## src/hw/rtl/pwc_pkg.sv

```systemverilog
// shared types, constants and helpers of the packet whitelist classifier
package pwc_pkg;

    localparam int LANES = 16;
    localparam int LANE_W = $clog2(LANES);

    localparam int V4_ENTRIES = 1024;
    localparam int V6_ENTRIES = 1024;
    localparam int PORT_ENTRIES = 128;

    localparam int V4_ROWS = (V4_ENTRIES + LANES - 1) / LANES;
    localparam int V6_ROWS = (V6_ENTRIES + LANES - 1) / LANES;
    localparam int PORT_ROWS = (PORT_ENTRIES + LANES - 1) / LANES;
    localparam int MAX_ROWS_A = (V4_ROWS > V6_ROWS) ? V4_ROWS : V6_ROWS;
    localparam int MAX_ROWS = (MAX_ROWS_A > PORT_ROWS) ? MAX_ROWS_A : PORT_ROWS;
    localparam int ROW_W = $clog2(MAX_ROWS + 1);

    localparam int V4_AW = (V4_ROWS > 1) ? $clog2(V4_ROWS) : 1;
    localparam int V6_AW = (V6_ROWS > 1) ? $clog2(V6_ROWS) : 1;
    localparam int PORT_AW = (PORT_ROWS > 1) ? $clog2(PORT_ROWS) : 1;

    localparam logic [1:0] REQ_CLASSIFY = 2'd0;
    localparam logic [1:0] REQ_V4 = 2'd1;
    localparam logic [1:0] REQ_V6 = 2'd2;
    localparam logic [1:0] REQ_PORT = 2'd3;

    localparam logic [2:0] ETH_FAIL = 3'd0;
    localparam logic [2:0] ETH_ARP = 3'd1;
    localparam logic [2:0] ETH_IPV4 = 3'd2;
    localparam logic [2:0] ETH_IPV6 = 3'd3;

    localparam logic [7:0] IPN_ICMP = 8'd1;
    localparam logic [7:0] IPN_TCP = 8'd6;
    localparam logic [7:0] IPN_UDP = 8'd17;
    localparam logic [7:0] IPN_ICMPV6 = 8'd58;

    localparam logic [7:0] ALLOW_TCP = 8'(1 << 0);
    localparam logic [7:0] ALLOW_UDP = 8'(1 << 1);
    localparam logic [7:0] ALLOW_ICMP = 8'(1 << 2);
    localparam logic [7:0] ALLOW_ICMPV6 = 8'(1 << 3);

    localparam logic [1:0] VERDICT_PASS = 2'd0;
    localparam logic [1:0] VERDICT_DROP = 2'd1;
    localparam logic [1:0] VERDICT_REDIRECT = 2'd2;

    localparam logic [1:0] MATCH_NONE = 2'd0;
    localparam logic [1:0] MATCH_SOURCE = 2'd1;
    localparam logic [1:0] MATCH_PORT = 2'd2;

    localparam logic [1:0] STATUS_OK = 2'd0;
    localparam logic [1:0] STATUS_FULL = 2'd1;
    localparam logic [1:0] STATUS_ABSENT = 2'd2;

    typedef enum logic [1:0] {TBL_V4, TBL_V6, TBL_PORT} tbl_t;
    typedef enum logic [1:0] {CMD_DONE, CMD_LOOKUP, CMD_UPDATE} cmd_kind_t;

    typedef struct packed {
        logic [1:0]  req_type;
        logic        remove_entry;
        logic [7:0]  allow_mask;
        logic [2:0]  eth_kind;
        logic        l3_ok;
        logic [7:0]  ip_protocol;
        logic [63:0] src_addr_high;
        logic [63:0] src_addr_low;
        logic        l4_ok;
        logic [15:0] dest_port;
    } req_t;

    typedef struct packed {
        logic [1:0] verdict;
        logic [1:0] matched_table;
        logic [1:0] status;
    } rsp_t;

    typedef struct packed {
        cmd_kind_t    kind;
        tbl_t         tbl;
        logic [1:0]   verdict;
        logic         remove_entry;
        logic         port_chk;
        logic [7:0]   allow_mask;
        logic [7:0]   pm;
        logic [127:0] key;
        logic [15:0]  port;
    } cmd_t;

    typedef struct packed {
        logic [LANES-1:0]        used;
        logic [LANES-1:0][31:0]  key;
        logic [LANES-1:0][7:0]   allow;
    } v4_row_t;

    typedef struct packed {
        logic [LANES-1:0]        used;
        logic [LANES-1:0][127:0] key;
        logic [LANES-1:0][7:0]   allow;
    } v6_row_t;

    typedef struct packed {
        logic [LANES-1:0]        used;
        logic [LANES-1:0][15:0]  key;
        logic [LANES-1:0][7:0]   allow;
    } port_row_t;

    typedef struct packed {
        logic [LANES-1:0]        used;
        logic [LANES-1:0][127:0] key;
        logic [LANES-1:0][7:0]   allow;
    } gen_row_t;

    function automatic logic [7:0] proto_bit(input logic [7:0] p);
        logic [7:0] r;
        r = 8'd0;
        if (p == IPN_TCP) r = ALLOW_TCP;
        else if (p == IPN_UDP) r = ALLOW_UDP;
        else if (p == IPN_ICMP) r = ALLOW_ICMP;
        else if (p == IPN_ICMPV6) r = ALLOW_ICMPV6;
        return r;
    endfunction

endpackage

```

## src/hw/rtl/pwc_front.sv

```systemverilog
// front end: request decode and two-entry command queue
module pwc_front (
    input  logic          clk,
    input  logic          rst_n,
    input  logic          start,
    input  pwc_pkg::req_t item,
    input  logic          clearing,
    output logic          busy,
    input  logic          pop,
    output logic          cmd_valid,
    output pwc_pkg::cmd_t cmd
);
    import pwc_pkg::*;

    cmd_t       dec;
    cmd_t       q_reg [2];
    logic       wr_ptr_reg, wr_ptr_next;
    logic       rd_ptr_reg, rd_ptr_next;
    logic [1:0] count_reg, count_next;
    logic       push;
    logic       pop_ok;

    always_comb
    begin
        dec = '0;
        dec.kind = CMD_DONE;
        dec.tbl = TBL_V4;
        dec.verdict = VERDICT_PASS;
        dec.remove_entry = item.remove_entry;
        dec.allow_mask = item.allow_mask;
        dec.pm = proto_bit(item.ip_protocol);
        dec.port = item.dest_port;
        dec.port_chk = ((item.ip_protocol == IPN_TCP) || (item.ip_protocol == IPN_UDP))
                       && item.l4_ok;
        case (item.req_type)
            REQ_V4:
            begin
                dec.kind = CMD_UPDATE;
                dec.tbl = TBL_V4;
                dec.key = {96'd0, item.src_addr_low[31:0]};
            end
            REQ_V6:
            begin
                dec.kind = CMD_UPDATE;
                dec.tbl = TBL_V6;
                dec.key = {item.src_addr_high, item.src_addr_low};
            end
            REQ_PORT:
            begin
                dec.kind = CMD_UPDATE;
                dec.tbl = TBL_PORT;
            end
            default:
            begin
                if (item.eth_kind == ETH_ARP)
                begin
                    dec.verdict = VERDICT_REDIRECT;
                end
                else if (item.eth_kind == ETH_IPV4 || item.eth_kind == ETH_IPV6)
                begin
                    if (!item.l3_ok)
                    begin
                        dec.verdict = (item.eth_kind == ETH_IPV6) ? VERDICT_DROP
                                                                  : VERDICT_PASS;
                    end
                    else if (item.eth_kind == ETH_IPV4)
                    begin
                        dec.kind = CMD_LOOKUP;
                        dec.tbl = TBL_V4;
                        dec.key = {96'd0, item.src_addr_low[31:0]};
                    end
                    else
                    begin
                        dec.kind = CMD_LOOKUP;
                        dec.tbl = TBL_V6;
                        dec.key = {item.src_addr_high, item.src_addr_low};
                    end
                end
            end
        endcase
    end

    assign busy = (count_reg == 2'd2) || clearing;
    assign push = start && !busy;
    assign cmd_valid = (count_reg != 2'd0);
    assign pop_ok = pop && cmd_valid;
    assign cmd = q_reg[rd_ptr_reg];

    always_comb
    begin
        wr_ptr_next = push ? ~wr_ptr_reg : wr_ptr_reg;
        rd_ptr_next = pop_ok ? ~rd_ptr_reg : rd_ptr_reg;
        count_next = count_reg + 2'(push) - 2'(pop_ok);
    end

    always_ff @(posedge clk or negedge rst_n)
    begin
        if (!rst_n)
        begin
            wr_ptr_reg <= 1'b0;
            rd_ptr_reg <= 1'b0;
            count_reg <= 2'd0;
        end
        else
        begin
            wr_ptr_reg <= wr_ptr_next;
            rd_ptr_reg <= rd_ptr_next;
            count_reg <= count_next;
        end
    end

    always_ff @(posedge clk)
    begin
        if (push)
        begin
            q_reg[wr_ptr_reg] <= dec;
        end
    end
endmodule

```

## config.mk

```make
export PLATFORM = sky130hd
export DESIGN_NAME = pwc_front
export DESIGN_NICKNAME = d
export VERILOG_FILES = /design/src/hw/rtl/pwc_pkg.sv /design/src/hw/rtl/pwc_front.sv
export SDC_FILE = /design/constraint.sdc
export NUM_CORES = 1
export LEC_CHECK = 0
export ABC_CLOCK_PERIOD_IN_PS = 10450
export BUFFER_PORTS_ARGS = -buffer_cell sky130_fd_sc_hd__buf_2
export CAP_MARGIN = 25
export CORE_AREA = 2 2 169 154
export CTS_CLUSTER_SIZE = 20
export DETAILED_ROUTE_END_ITERATION = 6
export DIE_AREA = 0 0 171 156
export PLACE_DENSITY = 0.8
export SYNTH_ARGS = -nofsm -noshare
export SYNTH_HDL_FRONTEND = slang
export SYNTH_SLANG_ARGS = --single-unit
export TNS_END_PERCENT = 50
```

## constraint.sdc

```tcl
create_clock -name clk -period 10.45 [get_ports clk]
set_clock_uncertainty 0.2 [all_clocks]
set_input_delay 1.045 -clock clk [delete_from_list [all_inputs] [get_ports clk]]
set_output_delay 1.045 -clock clk [all_outputs]
set_load 0.02 [all_outputs]
```

# --- After elaboration in Yosys (flattened, before gate mapping) ---
# Memories as Yosys holds them, arrays and structs flattened.
# Index checks and enable logic that the tools add are counted.
# W data, S select, Z words.
word_totals:
  reg_bits: 4
  latchBits: 0
  mem_bits_rw: 336
  rom_bits: 0
  in_bits: 173
  output_inout_bits: 170
  elab_cells: 48
  memories: 1
memory_table:
  columns: ["name", "words", "width", "rd", "rd_ports_with_merged_regs", "wr", "line", "text"]
  rows:
  - ["q_reg", 2, 168, 1, 0, 1, "pwc_front.sv:16", "cmd_t q_reg [2];"]
op_classes:
  add_sub_neg: 2
  mul: 0
  div_mod_pow: 0
  order_cmp: 0
  n_eq_ne: 11
  shifts: 0
  n_mux: 20
  bitwise: 2
  reduce_logical: 9
op_table:
  columns: ["operator", "count"]
  rows:
  - ["$mux W128", 4]
  - ["$pmux W128 S3", 1]
  - ["$mux W4", 5]
  - ["$pmux W4 S3", 1]
  - ["$eq A8 B1 Y1 const B", 1]
  - ["$eq A8 B3 Y1 const B", 1]
  - ["$eq A8 B5 Y1 const B", 1]
  - ["$eq A8 B6 Y1 const B", 1]
  - ["$mux W8", 1]
  - ["$eq A2 B2 Y1 const B", 3]
  - ["$eq A3 B2 Y1 const B", 2]
  - ["$mux W6", 1]
  - ["$mux W1", 5]
  - ["$mux W2", 2]
  - ["$eq A3 B1 Y1 const B", 1]
  - ["$logic_and A1 B1 Y1", 3]
  - ["$logic_or A1 B1 Y1", 3]
  - ["$reduce_or A3 Y1", 1]
  - ["$add A2 B1 Y2", 1]
  - ["$eq A2 B1 Y1 const B", 1]
  - ["$not A1 Y1", 2]
  - ["$reduce_bool A2 Y1", 1]
  - ["$sub A2 B1 Y2", 1]
  - ["$logic_not A1 Y1", 1]

# --- Logic depth before layout (Yosys ltp) ---
depth:
  ltp_word: 6
  ltp_mapped: 7
  depth_no_buf: 7

# --- Worst setup path before layout ---
# Ideal clock, no wire load.
synth_timing:
  path_type: "input -> register"
  from: "in clearing"
  to: "mem q_reg[0][0] in the netlist's numbering, enable pin"
  setup_ns: 0.691
  arrival_ns: 8.099
  required_ns: 9.559
  path_slack_ns: 1.460
  stages: 2
  n_path_buf: 0
  cell_sequence: "nand3b_1 -> nor2_1"
synth_between:
  elab_chain_cells: 5
synth_rtl:
  columns: ["item", "line", "text"]
  rows:
  - ["start: declaration", "pwc_front.sv:7", "input logic clearing,"]
  - ["$logic_or A1 B1 Y1", "pwc_front.sv:83", "assign busy = (count_reg == 2'd2) || clearing;"]
  - ["$logic_not A1 Y1", "pwc_front.sv:84", "assign push = start && !busy;"]
  - ["$logic_and A1 B1 Y1", "pwc_front.sv:84", null]
  - ["$mux W1", "pwc_front.sv:114", "if (push)"]
  - ["$mux W1 (implied by the code)", "pwc_front.sv:116", "q_reg[wr_ptr_reg] <= dec;"]
  - ["end: declaration", "pwc_front.sv:16", null]
# Every way passes these cells.

# --- Worst setup path in the final report ---
layout_timing:
  from: "in clearing"
  to: "mem q_reg[1][74] in the netlist's numbering, enable pin"
# Same word-level chain as after synthesis.

==> qor.csv <==
metric;value;unit
run_status;finished, final reports clean;
required;10.36;ns
setup_viol;0;
clkSlewWorstSetupHoldPaths;0.06;ns
period_share;0.382;
syn_inst;699;
area_delta_synth_final;24.4;%
leakage;6.19;nW
synthFlopType;edfxtp_1;
drt_iter0_drc;551;
gr-total-overflow;0;
dr.pass1.iters;4;
vias;7264;
hold_viol;0;
cts_resized;0;
ys_async_sr_fraction;0.0120;
setup.worst_path.class;primary input to flop;
cts_hold_buffers;0;
reg2reg_from;count_reg[1];
antenna_found_initial;4;
utilization;0.653;
vias_per_cell;5.11;
synth.avg_cell_area;18.7;µm²
grt_max_degree;99;
crit_fanout;76;
reg2regPathDepth;5;
yosysSeqAreaShare;0.761;
slew_violations;0;
initial_core_util;0.525;
cts_tree;yes;
cp.arrival;3.90;ns
rsz0062_at_grt;no;
clock_sinks;332;
synth_area;0.0131;mm²
grt_pass1_vias;7392;
drive_gt1_frac;0.522;
wire_per_inst;18.5;µm
fin_crit;3.99;ns
synth_edf_count;328;
cts-buffers-inserted;36;
drv_cap;0;
fp-row-count;55;
globalplace.congestion;0.773;
dpl.hpwl;16900;µm
postRouteAntennaNets;0;
clk_path_buf_depth;3;
ir_drop;0.000164;V
cp-end-kind;flop;
drcViolationCount;0;
r2r-end;q_reg[1][74];
die_h;156;µm
setup_ws;6.46;ns
clk_latency;0.49;ns
start_kind;primary input;
fmax;250;MHz
portBuffers;338;
pre_cts_ws;5.91;ns
hold_class;primary input to asynchronous set/reset pin;
routed_wl;26400;µm
max_slew_margin;0.311;
cts_setup_buffers;0;
grt_pass1_wl;39000;µm
die_w;171;µm
synth_top_area_frac;0.754;
cts_root_buf;clkbuf_16;
dieArea;0.0267;mm²
r2r_slack;6.66;ns
power.density;252;mW/mm²
synth_area_leaders;edfxtp_1 (75%), mux2_2 (14%), and2_1 (6.3%);
yosys.cell_types.count;30;
yosysTopAreaCell;edfxtp_1;
grt.total_usage;0.191;
ys_seq_elements;332;
worst_slew_pin_slew;1.03;ns
ios;343;
largest_reg_flops;328;
finalSetupTns;0;ns
synth_warnings;0;
h-tree-depth;2;
nFillCells;1826;
nets;1229;
core;0.0249;mm²
[worst max path at each step]
stage	start	endpoint	slack, ns	cells past startpoint
3_3_place_gp	clearing	q_reg[0][99]	5.98	5
4_1_cts	clearing	q_reg[1][157]	6.43	5
2_1_floorplan	clearing	q_reg[0][0]	1.46	2
3_5_place_dp	clearing	q_reg[1][152]	5.91	5
6_report	clearing	q_reg[1][74]	6.46	5
5_1_grt	clearing	q_reg[1][68]	6.26	5
[cells in the mapped netlist, types with 2 or more instances]
master and n:
nand3b_1 3, nand2b_1 3, and2_1 131, nor2_1 5, clkbuf_1 3, edfxtp_1 328, nor4_1 2, mux2_2 164
xnor2_1 3, buf_4 4, clkbuf_2 5, ha_1 2, inv_1 4, buf_6 4, nor3_1 2, dfrtp_1 4
buf_2 19
[logic make-up after synthesis]
family                     count (synthesis)  share of synthesized area
DFF                                      332                      0.761
muxes                                    164                      0.141
and+or+nand+nor                          154                     0.0732
buffers and inverters                     39                     0.0169
xor gates and xnor gates                   4                    0.00268
AOI/OAI and AO/OA                          3                    0.00239
adders and majority gates                  2                    0.00191
other                                      1                   0.000287
[worst max-delay path, stage by stage]
cell      delay, ns
buf_2          0.10
nand3b_1       0.32
nor2_4         0.53
buf_4          0.86
buf_4          0.92
[power breakdown]
group / switching [mW] / internal (mW) / total, mW / leakage, nW
clock: 0.466 / 0.704 / 1.17 / 0.526
combinational: 0.736 / 0.496 / 1.23 / 2.56
sequential: 0.0434 / 1.66 / 1.70 / 3.11
total: 1.25 / 2.86 / 4.10 / 6.19
[cells in the final DEF, fill, tap and decap left out, drive strengths merged]
| cell | Yosys | layout |
|---|---|---|
| inv | 4 | 4 |
| a21oi | 2 | 2 |
| nand3b | 3 | 3 |
| clkinv | 0 | 8 |
| mux2 | 164 | 164 |
| and2 | 131 | 131 |
| dfrtp | 4 | 4 |
| and3b | 1 | 1 |
| nand2 | 1 | 1 |
| nand4b | 1 | 1 |
| nor4b | 1 | 1 |
| nor2b | 1 | 1 |
| or2 | 1 | 1 |
| ha | 2 | 2 |
| nor3 | 2 | 2 |
| o211a | 1 | 1 |
| nor3b | 1 | 1 |
| diode | 0 | 3 |
| clkbuf | 8 | 51 |
| xnor2 | 3 | 3 |
| nor4 | 2 | 2 |
| bufinv | 0 | 2 |
| nand2b | 3 | 3 |
| buf | 27 | 349 |
| edfxtp | 328 | 328 |
| nand3 | 1 | 1 |
| conb | 1 | 4 |
| xor2 | 1 | 1 |
| nor2 | 5 | 5 |
[through the flow]
| step | std cells | total power, mW | hold WS, ns | cell area (µm²) |
|---|---|---|---|---|
| after global placement | 1354 | 2.93 | 0.282 | 15100 |
| after detailed placement | 1355 | 2.95 | 0.287 | 15100 |
| after global routing | 1420 | 4.27 | 0.134 | 16300 |
| final | 1422 | 4.10 | 0.149 | 16300 |
| after CTS | 1416 | 4.12 | 0.137 | 16200 |
| after floorplan | 702 | 2.61 | 0.260 | 13100 |
[per-layer routing]
layer | wire length, µm | vias to the layer above | global-route usage
li1 | - | 3341 | -
met2 | 13200 | 301 | 0.330
met4 | 786 | 4 | 0.0678
met3 | 2130 | 61 | 0.0497
met5 | 27 | - | 0
met1 | 10300 | 3557 | 0.233
[area by class of cell]
| class | instances | area [µm²] | area share |
|---|---|---|---|
| multi-input cells | 331 | 2930 | 0.180 |
| inverters | 4 | 15.0 | 0.000924 |
| clock inverters | 10 | 93.8 | 0.00577 |
| flip-flops and latches | 332 | 9950 | 0.612 |
| diodes | 3 | 7.51 | 0.000462 |
| well taps | 342 | 428 | 0.0263 |
| clock buffers | 51 | 988 | 0.0608 |
| repair buffers | 349 | 1840 | 0.113 |
(Power assumes the default switching activity.)
